### src/design/kmrr_pkg.sv
// Package for the k-way merge rank resolver: word layouts, codes,
// controller/datapath command and status structs. No dependencies.
`timescale 1ns / 1ps

package kmrr_pkg;

   localparam int MAX_CHUNKS_DEF = 64;
   localparam int ESCAPE_DEF     = 255;
   localparam int RANK_BITS_DEF  = 40;

   localparam int CHUNK_W = 6;
   localparam int FIELD_W = 40;
   localparam int COUNT_W = 31;
   localparam int CSR_W   = 7;
   localparam logic [CSR_W-1:0] CHUNK_COUNT_RST = 7'd64;

   localparam logic [1:0] ACT_INSERT  = 2'd0;
   localparam logic [1:0] ACT_REPLACE = 2'd1;
   localparam logic [1:0] ACT_POP     = 2'd2;
   localparam logic [1:0] ACT_NOP     = 2'd3;

   typedef struct packed {
      logic [1:0]         action;
      logic [CHUNK_W-1:0] src_chunk;
      logic [FIELD_W-1:0] cur_rank;
      logic [FIELD_W-1:0] nxt_rank;
      logic [COUNT_W-1:0] run_count;
   } req_payload_type;

   typedef struct packed {
      logic               record_valid;
      logic [CHUNK_W-1:0] out_chunk;
      logic [FIELD_W-1:0] rank_value;
      logic [7:0]         run_byte;
      logic               last_result;
      logic               error;
      logic               heap_empty;
      logic [CHUNK_W-1:0] root_chunk;
   } rsp_payload_type;

   typedef enum logic [2:0] {
      ST_IDLE,
      ST_DECODE,
      ST_UP,
      ST_POP_WAIT,
      ST_DOWN,
      ST_RESOLVE,
      ST_EMIT
   } state_type;

   typedef struct packed {
      logic       load;
      logic       up_begin;
      logic       up_step;
      logic       take_replace;
      logic       take_pop;
      logic       pop_fetch;
      logic       dn_step;
      logic       resolve;
      logic       emit;
      logic [1:0] slot;
   } cmd_type;

   typedef struct packed {
      logic       ins_ok;
      logic       rep_ok;
      logic       pop_ok;
      logic       pop_last;
      logic       up_done;
      logic       dn_done;
      logic       out_free;
      logic [1:0] last_slot;
   } status_type;

endpackage

### src/design/kmrr_ctrl.sv
// Sequencer of the merge rank resolver: decode, sift up/down, resolve, emit.
// Depends on kmrr_pkg for states, command and status structs.
`timescale 1ns / 1ps

module kmrr_ctrl import kmrr_pkg::*; (
   input  logic       clock,
   input  logic       reset,
   input  logic       req_valid,
   output logic       req_ready,
   output cmd_type    cmd,
   input  status_type st
);

   state_type  state_ff, state_in;
   logic [1:0] slot_ff, slot_in;

   always_ff @(posedge clock) begin
      if (reset) begin
         state_ff <= ST_IDLE;
         slot_ff  <= '0;
      end else begin
         state_ff <= state_in;
         slot_ff  <= slot_in;
      end
   end

   always_comb begin
      state_in  = state_ff;
      slot_in   = slot_ff;
      req_ready = 1'b0;
      cmd       = '0;
      cmd.slot  = slot_ff;
      case (state_ff)
         ST_IDLE: begin
            req_ready = 1'b1;
            if (req_valid) begin
               cmd.load = 1'b1;
               state_in = ST_DECODE;
            end
         end
         ST_DECODE: begin
            if (st.ins_ok) begin
               cmd.up_begin = 1'b1;
               state_in     = ST_UP;
            end else if (st.rep_ok) begin
               cmd.take_replace = 1'b1;
               state_in         = ST_DOWN;
            end else if (st.pop_ok) begin
               cmd.take_pop = 1'b1;
               state_in     = st.pop_last ? ST_RESOLVE : ST_POP_WAIT;
            end else begin
               state_in = ST_RESOLVE;
            end
         end
         ST_UP: begin
            cmd.up_step = 1'b1;
            if (st.up_done) state_in = ST_RESOLVE;
         end
         ST_POP_WAIT: begin
            // last entry arrives from the RAM, becomes the sinking item
            cmd.pop_fetch = 1'b1;
            state_in      = ST_DOWN;
         end
         ST_DOWN: begin
            cmd.dn_step = 1'b1;
            if (st.dn_done) state_in = ST_RESOLVE;
         end
         ST_RESOLVE: begin
            cmd.resolve = 1'b1;
            slot_in     = '0;
            state_in    = ST_EMIT;
         end
         ST_EMIT: begin
            if (st.out_free) begin
               cmd.emit = 1'b1;
               if (slot_ff == st.last_slot) begin
                  state_in = ST_IDLE;
               end else begin
                  slot_in = slot_ff + 2'd1;
               end
            end
         end
         default: begin
            state_in = ST_IDLE;
         end
      endcase
   end

endmodule

### config.mk
export PLATFORM = sky130hd
export DESIGN_NAME = kmrr_ctrl
export DESIGN_NICKNAME = d
export VERILOG_FILES = /design/src/design/kmrr_pkg.sv /design/src/design/kmrr_ctrl.sv
export SDC_FILE = /design/constraint.sdc
export NUM_CORES = 1
export LEC_CHECK = 0
export BUFFER_PORTS_ARGS = -buffer_cell sky130_fd_sc_hd__buf_2
export CAP_MARGIN = 20
export CORE_AREA = 2 2 39 41
export CTS_BUF_LIST = sky130_fd_sc_hd__clkbuf_16
export CTS_CLUSTER_DIAMETER = 30
export DETAILED_ROUTE_END_ITERATION = 10
export DIE_AREA = 0 0 41 43
export SYNTH_ARGS = -nofsm -noshare
export SYNTH_HDL_FRONTEND = slang
export SYNTH_SLANG_ARGS = --single-unit
### constraint.sdc
create_clock -name clock -period 2.6 [get_ports clock]
set_input_delay 0.26 -clock clock [delete_from_list [all_inputs] [get_ports clock]]
set_output_delay 0.26 -clock clock [all_outputs]
set_load 0.005 [all_outputs]
==> run metrics <==
status=finished, final reports clean; Tightest Pin Transition=approximately 0.4 ns; launch point of the worst hold path=reset; Post-synth EDFFs=0; largest net degree at the start of global routing=14; Final GP Congestion=between 0.7 and 0.8; cell area after placement=571 um^2; area inside the core boundary=1380 um^2; achievable clock frequency=0.602 GHz; critical path data required time=2.34 ns; setup violation total in the final timing report=0; top cells by instance count after synthesis=sky130_fd_sc_hd__dfxtp_1, sky130_fd_sc_hd__nor2_1, sky130_fd_sc_hd__inv_1; Max stage delay cell, worst path=sky130_fd_sc_hd__dfxtp_1; wire length of the first global-routing pass=1750 um; vias after detailed routing=528; Yosys reg bits=5; area of the die=1760 um^2; library cell occupying the most area in the post-synthesis netlist=sky130_fd_sc_hd__dfxtp_1; min cycle time layout=1.66 ns; CP cell instances=nor2_1 -> nand2_1 -> nor4b_1 -> buf_2; area of the mapped netlist=about 450 um^2; type of the most critical hold path=input pin to register; initial antenna violation count=0; Mean Syn Cell Area=about 7.3 um^2; number of rows created at floorplan=14; biggest cell delay along the critical path=approximately 0.42 ns; CP Class=register to primary output; hpwl dp=about 870 um; reg2reg setup slack=1.01 ns; number of stages on the worst hold path=2; number of standard cells after synthesis=around 60; Multi-input gate area=between 300 and 400 um^2; terminus of the critical flop-to-flop path=slot_ff[0]; worst setup skew after layout=0.00222 ns; FF/Latch Area=100 um^2; cells resized by post-CTS repair=0; filler instances=roughly 140; first-iteration detailed-routing DRC count=15; number of hold buffers added after CTS=0; clock latency of the later-clocked register in the worst-skew pair=0.22 ns; Die H=approximately 43 um; area share of the largest cell type after synthesis=about 22%; total wire length after detailed routing=roughly 1100 um; synth unique cells=33; Starting Density=32.4%; total congestion overflow=0; setup TNS=0 ns; reg-to-reg startpoint=state_ff[2]; static leakage power=approximately 0.00031 uW; Syn-to-layout area delta=45.0%; Min-Delay Endpoint=state_ff[1]; number of antenna repair diodes=0; async set or reset register ratio after synthesis=0%; largest fanout on the critical path=13; kind of start point of the critical path=register; H-Tree Level Count=1; yosys warns=0; via count of the first global-routing pass=~420; fin crit share=63.9%; nets@finish=98; max-cap violations=0; final instance area=~650 um^2; final count of hold timing violations=0; utilization after layout=46.9%; number of buffers inserted by post-CTS setup repair=0; number of remaining DRC errors=0; clock-pin slew on the worst setup and hold paths=0.03 ns; worst-case clock buffer depth=2; proportion of layout cells with a drive suffix above 1=roughly a third; number of cells on the worst reg-to-reg path=4; number of clock sinks=5; die outline width=between 40 and 50 um; Inserted Clock Buffers=3; flip-flop cell with the highest count after synthesis=sky130_fd_sc_hd__dfxtp_1; worst voltage drop across the vdd grid=0.000599 V; IO Count=24; DR vias/cell=5.23; type of element capturing the critical path=primary output; CTS tree=yes; GRT Util Overall=14.6%; port buffer count=23; setup repair after global routing missed its margin=no; Antenna Nets Post-Route=0; cell types with the largest area share after synthesis=sky130_fd_sc_hd__dfxtp_1, sky130_fd_sc_hd__and3_1, sky130_fd_sc_hd__nor2_1, sky130_fd_sc_hd__nor2b_1, sky130_fd_sc_hd__o41ai_1; relative max-transition margin=73.2%; portion of the post-synthesis area used by sequential elements=22.3%; arrival time of the worst setup path=1.40 ns; syn nets=73; first-pass detailed-route iteration total=4; power per cell area=just under 1000 nW/um^2; cell at the root of the clock tree=sky130_fd_sc_hd__clkbuf_16; average routed wire per standard cell=11.2 um; Final Max Tran Viols=0
-- through the flow --
step	instances	hold WS [ns]	worst slack, ns	power, uW
final	101	0.301	0.938	641
after global routing	101	0.318	0.753	692
after CTS	101	0.299	0.932	642
after detailed placement	97	0.530	1.04	394
after global placement	97	0.531	1.11	397
after floorplan	61	0.338	1.27	318
-- flip-flops by register name, summed over array words and instances (netlist names) --
register	count
slot_ff	2
state_ff	3
-- layout by cell type (no fill, tap or decap) --
cell type / synthesis / layout
sky130_fd_sc_hd__nand2b_1: 2 / 2
sky130_fd_sc_hd__nor4b_1: 1 / 1
sky130_fd_sc_hd__o41ai_1: 2 / 2
sky130_fd_sc_hd__and3_1: 3 / 3
sky130_fd_sc_hd__xor2_2: 1 / 1
sky130_fd_sc_hd__nor3b_1: 2 / 2
sky130_fd_sc_hd__nand2_1: 3 / 3
sky130_fd_sc_hd__or3_1: 1 / 1
sky130_fd_sc_hd__o21ai_0: 2 / 2
sky130_fd_sc_hd__clkbuf_16: 0 / 3
sky130_fd_sc_hd__nor3_1: 3 / 3
sky130_fd_sc_hd__a2111oi_0: 1 / 1
sky130_fd_sc_hd__or4b_2: 1 / 1
sky130_fd_sc_hd__nor2b_1: 3 / 3
sky130_fd_sc_hd__o31ai_1: 1 / 1
sky130_fd_sc_hd__and2_1: 1 / 1
sky130_fd_sc_hd__inv_1: 4 / 5
sky130_fd_sc_hd__dfxtp_1: 5 / 5
sky130_fd_sc_hd__nor4_1: 1 / 1
sky130_fd_sc_hd__nand4b_1: 1 / 1
sky130_fd_sc_hd__o311a_2: 1 / 1
sky130_fd_sc_hd__nor2_1: 5 / 5
sky130_fd_sc_hd__or4_1: 1 / 1
sky130_fd_sc_hd__o21bai_1: 2 / 2
sky130_fd_sc_hd__nand3_1: 3 / 3
sky130_fd_sc_hd__a211oi_1: 1 / 1
sky130_fd_sc_hd__o22ai_1: 1 / 1
sky130_fd_sc_hd__mux2i_1: 1 / 1
sky130_fd_sc_hd__buf_2: 1 / 23
sky130_fd_sc_hd__xor2_1: 1 / 1
sky130_fd_sc_hd__nand3b_1: 1 / 1
sky130_fd_sc_hd__a21oi_1: 3 / 3
-- worst max-delay path: cells and delay by family (launching register included) --
kind	cells	cell delay, ns
buffers and inverters	1	0.16
DFF	1	0.42
and+or+nand+nor	3	0.60
-- routing by layer --
| layer | routed length [um] | vias to the layer above | GRT usage (%) |
|---|---|---|---|
| met2 | 503 | 18 | 18.4 |
| met1 | 566 | 236 | 20.9 |
| li1 | - | 272 | - |
| met3 | 47 | 2 | 6.28 |
| met5 | 0 | - | 0 |
| met4 | 14 | 0 | 6.00 |
-- kinds of logic (layout without fill, tap and decap cells) --
group / after synthesis / count (layout) / share of synthesized area (%)
buffers and inverters: 7 / 31 / 6.14
AO/OA/AOI/OAI: 14 / 14 / 22.1
AND/OR/NAND/NOR: 32 / 32 / 41.6
flip-flops: 5 / 5 / 22.3
XOR/XNOR: 2 / 2 / 5.59
multiplexers: 1 / 1 / 2.23
-- area by class of cell --
type                       instances  share of cell area (%)
clock buffer                       3                    11.6
inverter                           4                    2.31
sequential                         5                    15.4
tap                               16                    3.08
clock inverter                     1                   0.578
timing repair buffer              23                    17.7
multi-input combinational         49                    49.3
-- power breakdown --
part	total (uW)	leakage, uW	switching (uW)	internal (uW)
clock network	245	0.0000423	46.4	199
registers	162	0.0000409	63.1	99.1
logic	234	0.000231	114	120
total	641	0.000314	223	418
-- how the worst max path moves through the flow --
stage,end,start,slack (ns),depth (start not counted)
CTS,cmd[6],state_ff[2],0.93,4
finish,cmd[6],state_ff[2],0.94,4
global placement,slot_ff[0],state_ff[1],1.11,3
global route,cmd[6],state_ff[2],0.75,4
floorplan,cmd[6],state_ff[2],1.27,4
detailed placement,slot_ff[0],state_ff[1],1.04,4
Power figures use the tool's default switching activity.
